`config.mk`:
```
export PLATFORM = sky130hd
export DESIGN_NAME = matrix4x4_multiply
export DESIGN_NICKNAME = d
export VERILOG_FILES = /design/src/rtl/core/m4m_pkg.sv /design/src/rtl/core/m4m_matrix_store.sv /design/src/rtl/core/m4m_sequencer.sv /design/src/rtl/core/m4m_mac.sv /design/src/rtl/core/matrix4x4_multiply.sv
export SDC_FILE = /design/constraint.sdc
export NUM_CORES = 2
export LEC_CHECK = 0
export ABC_AREA = 0
export BUFFER_PORTS_ARGS = -buffer_cell sky130_fd_sc_hd__buf_2
export CAP_MARGIN = 40
export CORE_UTILIZATION = 65
export CTS_CLUSTER_DIAMETER = 60
export DETAILED_ROUTE_END_ITERATION = 8
export HOLD_SLACK_MARGIN = 0.02
export PLACE_DENSITY = 0.83
export SYNTH_ARGS = -nofsm -noshare
export SYNTH_HDL_FRONTEND = slang
export SYNTH_SLANG_ARGS = --single-unit
export TNS_END_PERCENT = 30
```
`constraint.sdc`:
```
create_clock -name clk -period 22 [get_ports clk]
set_input_delay 0 -clock clk [delete_from_list [all_inputs] [get_ports clk]]
set_output_delay 0 -clock clk [all_outputs]
set_load 0.02 [all_outputs]
```
`src/rtl/core/m4m_pkg.sv`:
```
// Shared types, constants and the control store of the 4x4 matrix multiplier.
package m4m_pkg;

    localparam int DIM       = 4;
    localparam int FRAC_BITS = 16;
    localparam int CELLS     = DIM * DIM;
    localparam int CELL_W    = $clog2(CELLS);
    localparam int CNT_W     = $clog2(DIM);
    localparam int DATA_W    = 32;
    localparam int PROD_W    = 2 * DATA_W;
    localparam int TERM_W    = PROD_W - FRAC_BITS;
    localparam int ACC_W     = TERM_W + $clog2(DIM) + 1;
    localparam int STEP_W    = 3;

    localparam logic [1:0] CMD_LOAD_LEFT  = 2'd0;
    localparam logic [1:0] CMD_LOAD_RIGHT = 2'd1;
    localparam logic [1:0] CMD_MULTIPLY   = 2'd2;

    localparam logic [STEP_W-1:0] STEP_IDLE  = 3'd0;
    localparam logic [STEP_W-1:0] STEP_ISSUE = 3'd1;
    localparam logic [STEP_W-1:0] STEP_WAIT0 = 3'd2;
    localparam logic [STEP_W-1:0] STEP_WAIT1 = 3'd3;
    localparam logic [STEP_W-1:0] STEP_EMIT  = 3'd4;
    localparam logic [STEP_W-1:0] STEP_CHECK = 3'd5;
    localparam logic [STEP_W-1:0] STEP_LOOP  = 3'd6;

    typedef enum logic [2:0] {
        COND_NEVER,
        COND_ALWAYS,
        COND_NO_MUL,
        COND_K_MORE,
        COND_OUT_BUSY,
        COND_ELEM_WRAP
    } cond_t;

    typedef struct packed {
        logic              issue;
        logic              emit;
        cond_t             cond;
        logic [STEP_W-1:0] target;
    } ucode_word_t;

    typedef struct packed {
        logic [1:0]               command;
        logic [3:0]               element_index;
        logic signed [DATA_W-1:0] element_value;
    } req_beat_t;

    typedef struct packed {
        logic [3:0]               result_index;
        logic signed [DATA_W-1:0] result_value;
        logic                     last;
    } rsp_beat_t;

    typedef struct packed {
        logic             idle;
        logic             issue;
        logic             first;
        logic             emit;
        logic [CNT_W-1:0] row;
        logic [CNT_W-1:0] col;
        logic [CNT_W-1:0] k;
    } ctrl_t;

    localparam logic signed [DATA_W-1:0] ONE = DATA_W'(1 << FRAC_BITS);

    function automatic ucode_word_t ucode_rom(input logic [STEP_W-1:0] step);
        ucode_word_t w;
        w = '{issue: 1'b0, emit: 1'b0, cond: COND_ALWAYS, target: STEP_IDLE};
        case (step)
            STEP_IDLE:  w = '{1'b0, 1'b0, COND_NO_MUL,    STEP_IDLE};
            STEP_ISSUE: w = '{1'b1, 1'b0, COND_K_MORE,    STEP_ISSUE};
            STEP_WAIT0: w = '{1'b0, 1'b0, COND_NEVER,     STEP_IDLE};
            STEP_WAIT1: w = '{1'b0, 1'b0, COND_NEVER,     STEP_IDLE};
            STEP_EMIT:  w = '{1'b0, 1'b1, COND_OUT_BUSY,  STEP_EMIT};
            STEP_CHECK: w = '{1'b0, 1'b0, COND_ELEM_WRAP, STEP_IDLE};
            STEP_LOOP:  w = '{1'b0, 1'b0, COND_ALWAYS,    STEP_ISSUE};
            default:    w = '{1'b0, 1'b0, COND_ALWAYS,    STEP_IDLE};
        endcase
        return w;
    endfunction

    function automatic logic is_diag(input logic [CELL_W-1:0] idx);
        logic d;
        d = 1'b0;
        for (int i = 0; i < DIM; i++) begin
            if (idx == CELL_W'(i * (DIM + 1))) begin
                d = 1'b1;
            end
        end
        return d;
    endfunction

endpackage

```
`src/rtl/core/m4m_matrix_store.sv`:
```
// Element store of one matrix, reading as the identity until written.
module m4m_matrix_store (
    input  logic                               clk,
    input  logic                               rst_n,
    input  logic                               wr_en,
    input  logic [m4m_pkg::CELL_W-1:0]         wr_addr,
    input  logic signed [m4m_pkg::DATA_W-1:0]  wr_data,
    input  logic [m4m_pkg::CELL_W-1:0]         rd_addr,
    output logic signed [m4m_pkg::DATA_W-1:0]  rd_data
);
    import m4m_pkg::*;

    logic signed [DATA_W-1:0] mem [CELLS];
    logic [CELLS-1:0]         valid_reg;
    logic signed [DATA_W-1:0] rd_data_reg;

    always_ff @(posedge clk or negedge rst_n)
    begin
        if (!rst_n)
        begin
            valid_reg <= '0;
        end
        else if (wr_en)
        begin
            valid_reg[wr_addr] <= 1'b1;
        end
    end

    always_ff @(posedge clk)
    begin
        if (wr_en)
        begin
            mem[wr_addr] <= wr_data;
        end
        if (valid_reg[rd_addr])
        begin
            rd_data_reg <= mem[rd_addr];
        end
        else
        begin
            rd_data_reg <= is_diag(rd_addr) ? ONE : '0;
        end
    end

    assign rd_data = rd_data_reg;

endmodule

```
`src/rtl/core/m4m_sequencer.sv`:
```
// Microprogram sequencer: step counter, jump conditions and loop counters.
module m4m_sequencer (
    input  logic           clk,
    input  logic           rst_n,
    input  logic           req_valid,
    input  logic [1:0]     req_command,
    input  logic           out_busy,
    output m4m_pkg::ctrl_t ctrl
);
    import m4m_pkg::*;

    logic [STEP_W-1:0] step_reg, step_next;
    logic [CNT_W-1:0]  k_reg, k_next;
    logic [CNT_W-1:0]  row_reg, row_next;
    logic [CNT_W-1:0]  col_reg, col_next;
    ucode_word_t       word;
    logic              cond_true;
    logic              emit_fire;

    always_comb
    begin
        word = ucode_rom(step_reg);
        case (word.cond)
            COND_NEVER:     cond_true = 1'b0;
            COND_ALWAYS:    cond_true = 1'b1;
            COND_NO_MUL:    cond_true = !(req_valid && req_command == CMD_MULTIPLY);
            COND_K_MORE:    cond_true = k_reg != CNT_W'(DIM - 1);
            COND_OUT_BUSY:  cond_true = out_busy;
            COND_ELEM_WRAP: cond_true = row_reg == '0 && col_reg == '0;
            default:        cond_true = 1'b1;
        endcase
        step_next = cond_true ? word.target : step_reg + STEP_W'(1);
        emit_fire = word.emit && !out_busy;

        k_next = k_reg;
        if (word.issue)
        begin
            k_next = (k_reg == CNT_W'(DIM - 1)) ? '0 : k_reg + CNT_W'(1);
        end

        row_next = row_reg;
        col_next = col_reg;
        if (emit_fire)
        begin
            if (col_reg == CNT_W'(DIM - 1))
            begin
                col_next = '0;
                row_next = (row_reg == CNT_W'(DIM - 1)) ? '0 : row_reg + CNT_W'(1);
            end
            else
            begin
                col_next = col_reg + CNT_W'(1);
            end
        end
    end

    always_ff @(posedge clk or negedge rst_n)
    begin
        if (!rst_n)
        begin
            step_reg <= STEP_IDLE;
            k_reg    <= '0;
            row_reg  <= '0;
            col_reg  <= '0;
        end
        else
        begin
            step_reg <= step_next;
            k_reg    <= k_next;
            row_reg  <= row_next;
            col_reg  <= col_next;
        end
    end

    assign ctrl.idle  = step_reg == STEP_IDLE;
    assign ctrl.issue = word.issue;
    assign ctrl.first = k_reg == '0;
    assign ctrl.emit  = emit_fire;
    assign ctrl.row   = row_reg;
    assign ctrl.col   = col_reg;
    assign ctrl.k     = k_reg;

endmodule

```
`src/rtl/core/m4m_mac.sv`:
```
// Multiply, fraction shift, accumulate and saturate datapath.
module m4m_mac (
    input  logic                              clk,
    input  logic                              rst_n,
    input  m4m_pkg::ctrl_t                    ctrl,
    input  logic signed [m4m_pkg::DATA_W-1:0] left_data,
    input  logic signed [m4m_pkg::DATA_W-1:0] right_data,
    output logic signed [m4m_pkg::DATA_W-1:0] sum_value
);
    import m4m_pkg::*;

    localparam logic signed [ACC_W-1:0] SAT_MAX = {{(ACC_W - DATA_W + 1){1'b0}},
                                                   {(DATA_W - 1){1'b1}}};
    localparam logic signed [ACC_W-1:0] SAT_MIN = {{(ACC_W - DATA_W + 1){1'b1}},
                                                   {(DATA_W - 1){1'b0}}};

    logic                     rd_vld_reg, rd_first_reg;
    logic                     mul_vld_reg, mul_first_reg;
    logic signed [PROD_W-1:0] prod_reg;
    logic signed [TERM_W-1:0] term;
    logic signed [ACC_W-1:0]  acc_reg;

    always_ff @(posedge clk or negedge rst_n)
    begin
        if (!rst_n)
        begin
            rd_vld_reg    <= 1'b0;
            rd_first_reg  <= 1'b0;
            mul_vld_reg   <= 1'b0;
            mul_first_reg <= 1'b0;
        end
        else
        begin
            rd_vld_reg    <= ctrl.issue;
            rd_first_reg  <= ctrl.first;
            mul_vld_reg   <= rd_vld_reg;
            mul_first_reg <= rd_first_reg;
        end
    end

    assign term = prod_reg[PROD_W-1:FRAC_BITS];

    always_ff @(posedge clk)
    begin
        prod_reg <= left_data * right_data;
        if (mul_vld_reg)
        begin
            acc_reg <= mul_first_reg ? ACC_W'(term) : acc_reg + ACC_W'(term);
        end
    end

    always_comb
    begin
        if (acc_reg > SAT_MAX)
        begin
            sum_value = DATA_W'(SAT_MAX);
        end
        else if (acc_reg < SAT_MIN)
        begin
            sum_value = DATA_W'(SAT_MIN);
        end
        else
        begin
            sum_value = acc_reg[DATA_W-1:0];
        end
    end

endmodule

```
`src/rtl/core/matrix4x4_multiply.sv`:
```
// Top level of the 4x4 signed Q16.16 matrix multiplier.
//
// The block stores a left and a right 4x4 matrix, both the identity after
// reset. A load beat writes one element. A multiply beat produces 16
// result beats of left times right in row-major order, the last one
// marked. One shared 32x32 multiplier runs a microprogram of DIM+5 steps
// per result element: DIM multiply-accumulate issues, two steps for the
// store read and multiplier pipeline to drain, one output step and loop
// checks. The output step waits while the result port is stalled. No new
// beat is taken until a multiply has sent its last result into the output
// register.
module matrix4x4_multiply (
    input  logic               clk,
    input  logic               rst_n,
    input  logic               req_valid,
    output logic               req_stall,
    input  m4m_pkg::req_beat_t req_beat,
    output logic               rsp_valid,
    input  logic               rsp_stall,
    output m4m_pkg::rsp_beat_t rsp_beat
);
    import m4m_pkg::*;

    ctrl_t                    ctrl;
    logic                     accept;
    logic                     idx_ok;
    logic                     left_we, right_we;
    logic [CELL_W-1:0]        wr_addr;
    logic [CELL_W-1:0]        left_addr, right_addr;
    logic signed [DATA_W-1:0] left_data, right_data;
    logic signed [DATA_W-1:0] sum_value;
    logic                     out_busy;
    logic                     rsp_valid_reg;
    rsp_beat_t                rsp_beat_reg;

    assign out_busy  = rsp_valid_reg && rsp_stall;
    assign req_stall = !ctrl.idle;
    assign accept    = req_valid && ctrl.idle;
    assign idx_ok    = int'(req_beat.element_index) < CELLS;
    assign left_we   = accept && idx_ok && req_beat.command == CMD_LOAD_LEFT;
    assign right_we  = accept && idx_ok && req_beat.command == CMD_LOAD_RIGHT;
    assign wr_addr   = CELL_W'(req_beat.element_index);

    assign left_addr  = CELL_W'(int'(ctrl.row) * DIM + int'(ctrl.k));
    assign right_addr = CELL_W'(int'(ctrl.k) * DIM + int'(ctrl.col));

    m4m_sequencer u_seq (
        .clk         (clk),
        .rst_n       (rst_n),
        .req_valid   (req_valid),
        .req_command (req_beat.command),
        .out_busy    (out_busy),
        .ctrl        (ctrl)
    );

    m4m_matrix_store u_left (
        .clk     (clk),
        .rst_n   (rst_n),
        .wr_en   (left_we),
        .wr_addr (wr_addr),
        .wr_data (req_beat.element_value),
        .rd_addr (left_addr),
        .rd_data (left_data)
    );

    m4m_matrix_store u_right (
        .clk     (clk),
        .rst_n   (rst_n),
        .wr_en   (right_we),
        .wr_addr (wr_addr),
        .wr_data (req_beat.element_value),
        .rd_addr (right_addr),
        .rd_data (right_data)
    );

    m4m_mac u_mac (
        .clk        (clk),
        .rst_n      (rst_n),
        .ctrl       (ctrl),
        .left_data  (left_data),
        .right_data (right_data),
        .sum_value  (sum_value)
    );

    always_ff @(posedge clk or negedge rst_n)
    begin
        if (!rst_n)
        begin
            rsp_valid_reg <= 1'b0;
        end
        else if (ctrl.emit)
        begin
            rsp_valid_reg <= 1'b1;
        end
        else if (!rsp_stall)
        begin
            rsp_valid_reg <= 1'b0;
        end
    end

    always_ff @(posedge clk)
    begin
        if (ctrl.emit)
        begin
            rsp_beat_reg.result_index <= 4'(int'(ctrl.row) * DIM + int'(ctrl.col));
            rsp_beat_reg.result_value <= sum_value;
            rsp_beat_reg.last         <= ctrl.row == CNT_W'(DIM - 1) &&
                                         ctrl.col == CNT_W'(DIM - 1);
        end
    end

    assign rsp_valid = rsp_valid_reg;
    assign rsp_beat  = rsp_beat_reg;

endmodule
```
==> out/results.tsv <==
metric	value	unit
power density over the cells	128	nW/um^2
proportion of layout cells with a drive suffix above 1	12.4	%
Final Core Density	71.1	%
slew margin rel.	31.9	%
first-pass GRT wire length	348000	um
WL per Instance	28.1	um
Num CTS Buffers	120	
Max-Cap Viols	0	
CP Max Fanout	32	
DR vias	53300	
Starting Density	65.7	%
WP data required	22.60	ns
final setup fails	0	
yosys warns	0	
Reg area	36800	um^2
Total Wirelength	232000	um
Clock Sinks	1270	
Clock transition at path regs	0.07	ns
core area	130000	um^2
DR pass1 iterations	7	
most frequent cells in the layout	1,112 x edfxtp_1, 1,082 x fa_1, 1,027 x inv_1	
Layout area overhead	8.17	%
Max Fclk	0.113	GHz
NetSw	5.14	mW
Main synth FF type	edfxtp_1	
initial antenna violation count	14	
all-layer global routing usage	35.9	%
most common cell after layout, fill and taps aside	edfxtp_1	
die extent in x	364	um
Layout Nets	7766	
Slew Limit Fails	0	
kind of critical path	reg2reg	
Rows	132	
Post-Syn Nets	7736	
P_leak	37.3	nW
Fin Clk Skew	0.0757	ns
die height	364	um
# IOs	81	
clock power share	17.8	%
Final period util	40.3	%
register bit total from synthesis	1270	
largest net degree at the start of global routing	66	
minimum hold slack	0.0414	ns
Logic pwr share	55.4	%
DP HPWL	140000	um
worst slack at placement	13.34	ns
number of DRC markers in iteration 0	6480	
post_cts resized	0	
nature of the critical path startpoint	register	
ys async rst share	3.62	%
GP Congestion	0.935	
Switching Share	43.4	%
die area	133000	um^2
final hold viol count	0	
CTS Root Cell	clkbuf_16	
fill count	7986	
Post-DRT Antenna Nets	0	
sequential fraction of the synthesis area	43.1	%
Worst Tran Pin Value	1.02	ns
Arrival @ worst endpoint	9.47	ns
setup TNS	0	ns
synthesized instance count	6365	
Remaining DRCs	0	
hold crit path type	in2reg	
Int Pwr	6.69	mW
vias per cell	6.46	
CTS tree	done	
fin crit period	8.87	ns
multi-input logic area	43800	um^2
Worst-Skew Late Latency	0.79	ns
sequential power share	26.8	%
Cell variety after synth	79	
type of element capturing the critical path	register	
syn_area_per_cell	13.4	um^2
Max clock buf depth	3	
Post-Synthesis Cell Area	85300	um^2
H-tree levels	3	
number of flops mapped to enable cells by yosys	1112	
VDD IR max	0.0927	mV
vias in the first global route	57400	
RSZ-0062 raised after global routing	no	
status	finished clean	
Overflow after GRT	0	
port bufs	80	
post-route worst setup slack	13.13	ns
==> area by class of cell <==
class / count / area share [%]
multi-input combinational: 3741 / 47.4
sequential: 1270 / 39.9
inverter: 1029 / 4.18
clock buffer: 157 / 3.49
tap: 1742 / 2.36
timing repair buffer: 233 / 1.92
clock inverter: 70 / 0.741
antenna: 8 / 0.0217
==> cells by family after synthesis <==
kind of cell | count (synthesis) | share of synthesized area, %
mux | 339 | 8.79
simple gates | 1563 | 9.06
xor+xnor | 102 | 1.05
buf+inv | 1354 | 5.97
fa+ha+maj | 1329 | 29.0
flops | 1270 | 43.1
compound gates | 408 | 3.04
==> power by group through the flow <==
| stage | clock network (mW) | logic (mW) | registers [mW] |
|---|---|---|---|
| after detailed placement | 0 | 6.36 | 3.19 |
| final | 2.11 | 6.56 | 3.17 |
| after CTS | 2.10 | 6.46 | 3.15 |
| after floorplan | 0 | 4.75 | 3.07 |
| after global routing | 2.19 | 7.20 | 3.18 |
| after global placement | 0 | 6.09 | 3.19 |
==> layer usage <==
layer	GRT usage [%]	up-vias	part of all wire, %
li1	-	21000	-
met1	44.0	27200	34
met2	59.4	4050	49
met3	8.91	1004	11
met4	19.2	10	5.9
met5	0	-	0.031
==> critical path, stage by stage (launching register included) <==
cell	delay [ns]
dfxtp_2	0.97
and2_1	0.28
fa_1	0.46
fa_1	0.57
inv_1	0.08
fa_1	0.45
fa_1	0.58
inv_1	0.08
fa_1	0.56
fa_1	0.43
fa_1	0.48
inv_1	0.05
fa_1	0.47
inv_1	0.04
ha_1	0.33
a21oi_1	0.25
o21ai_0	0.14
a21oi_1	0.56
a21oi_1	0.30
a311oi_1	0.60
nor2_1	0.27
a2111oi_0	0.50
a311oi_1	0.12
xnor2_1	0.15
==> final timing paths <==
kind                       cells after the start          startpoint  slack (ns)                  end
min                                            4        req_beat[35]        0.04    u_right.mem[4][0]
min in group asynchronous                      4               rst_n        0.46  u_left.valid_reg[3]
max in group asynchronous                      4               rst_n       20.88       u_seq.k_reg[0]
max                                           23  u_left.rd_data[15]       13.13   u_mac.prod_reg[63]
max reg2reg                                   23  u_left.rd_data[15]       13.13   u_mac.prod_reg[63]
min reg2reg                                    0    u_mac.rd_vld_reg        0.38    u_mac.mul_vld_reg
==> what timing repair did <==
action,in CTS,in global routing
endpoints found under the hold margin,1076,15
hold buffers,37,2
setup endpoints to repair,0,0
buffers inserted,0,0
==> cell usage after synthesis (18+ instances only) <==
cell      instances  area share [%]
edfxtp_1       1112              39
fa_1           1082              25
inv_1          1027             4.5
nand2_1         705             3.1
and2_1          489             3.6
mux4_2          328             8.7
clkbuf_1        289             1.3
ha_1            247             3.6
a21oi_1         120            0.70
dfxtp_1         112             2.6
nor2b_1         107            0.78
nor2_1          106            0.47
o21ai_0          81            0.47
xnor2_1          60            0.62
a21o_1           55            0.48
dfrtp_1          46             1.3
xor2_1           42            0.43
or2_2            37            0.27
buf_1            29            0.13
nand4_1          27            0.20
nand3_1          25            0.15
o21ai_1          23            0.13
nor3_1           18            0.11
o21a_1           18            0.16
==> per-stage QoR <==
| step | power [mW] | cell area [um^2] | cells |
|---|---|---|---|
| final | 11.8 | 92300 | 8250 |
| after global routing | 12.6 | 92300 | 8245 |
| after global placement | 9.28 | 87800 | 7965 |
| after CTS | 11.7 | 92200 | 8238 |
| after detailed placement | 9.56 | 88000 | 7974 |
| after floorplan | 7.82 | 85300 | 6365 |
Note: power is estimated with default switching activity, not from simulation.
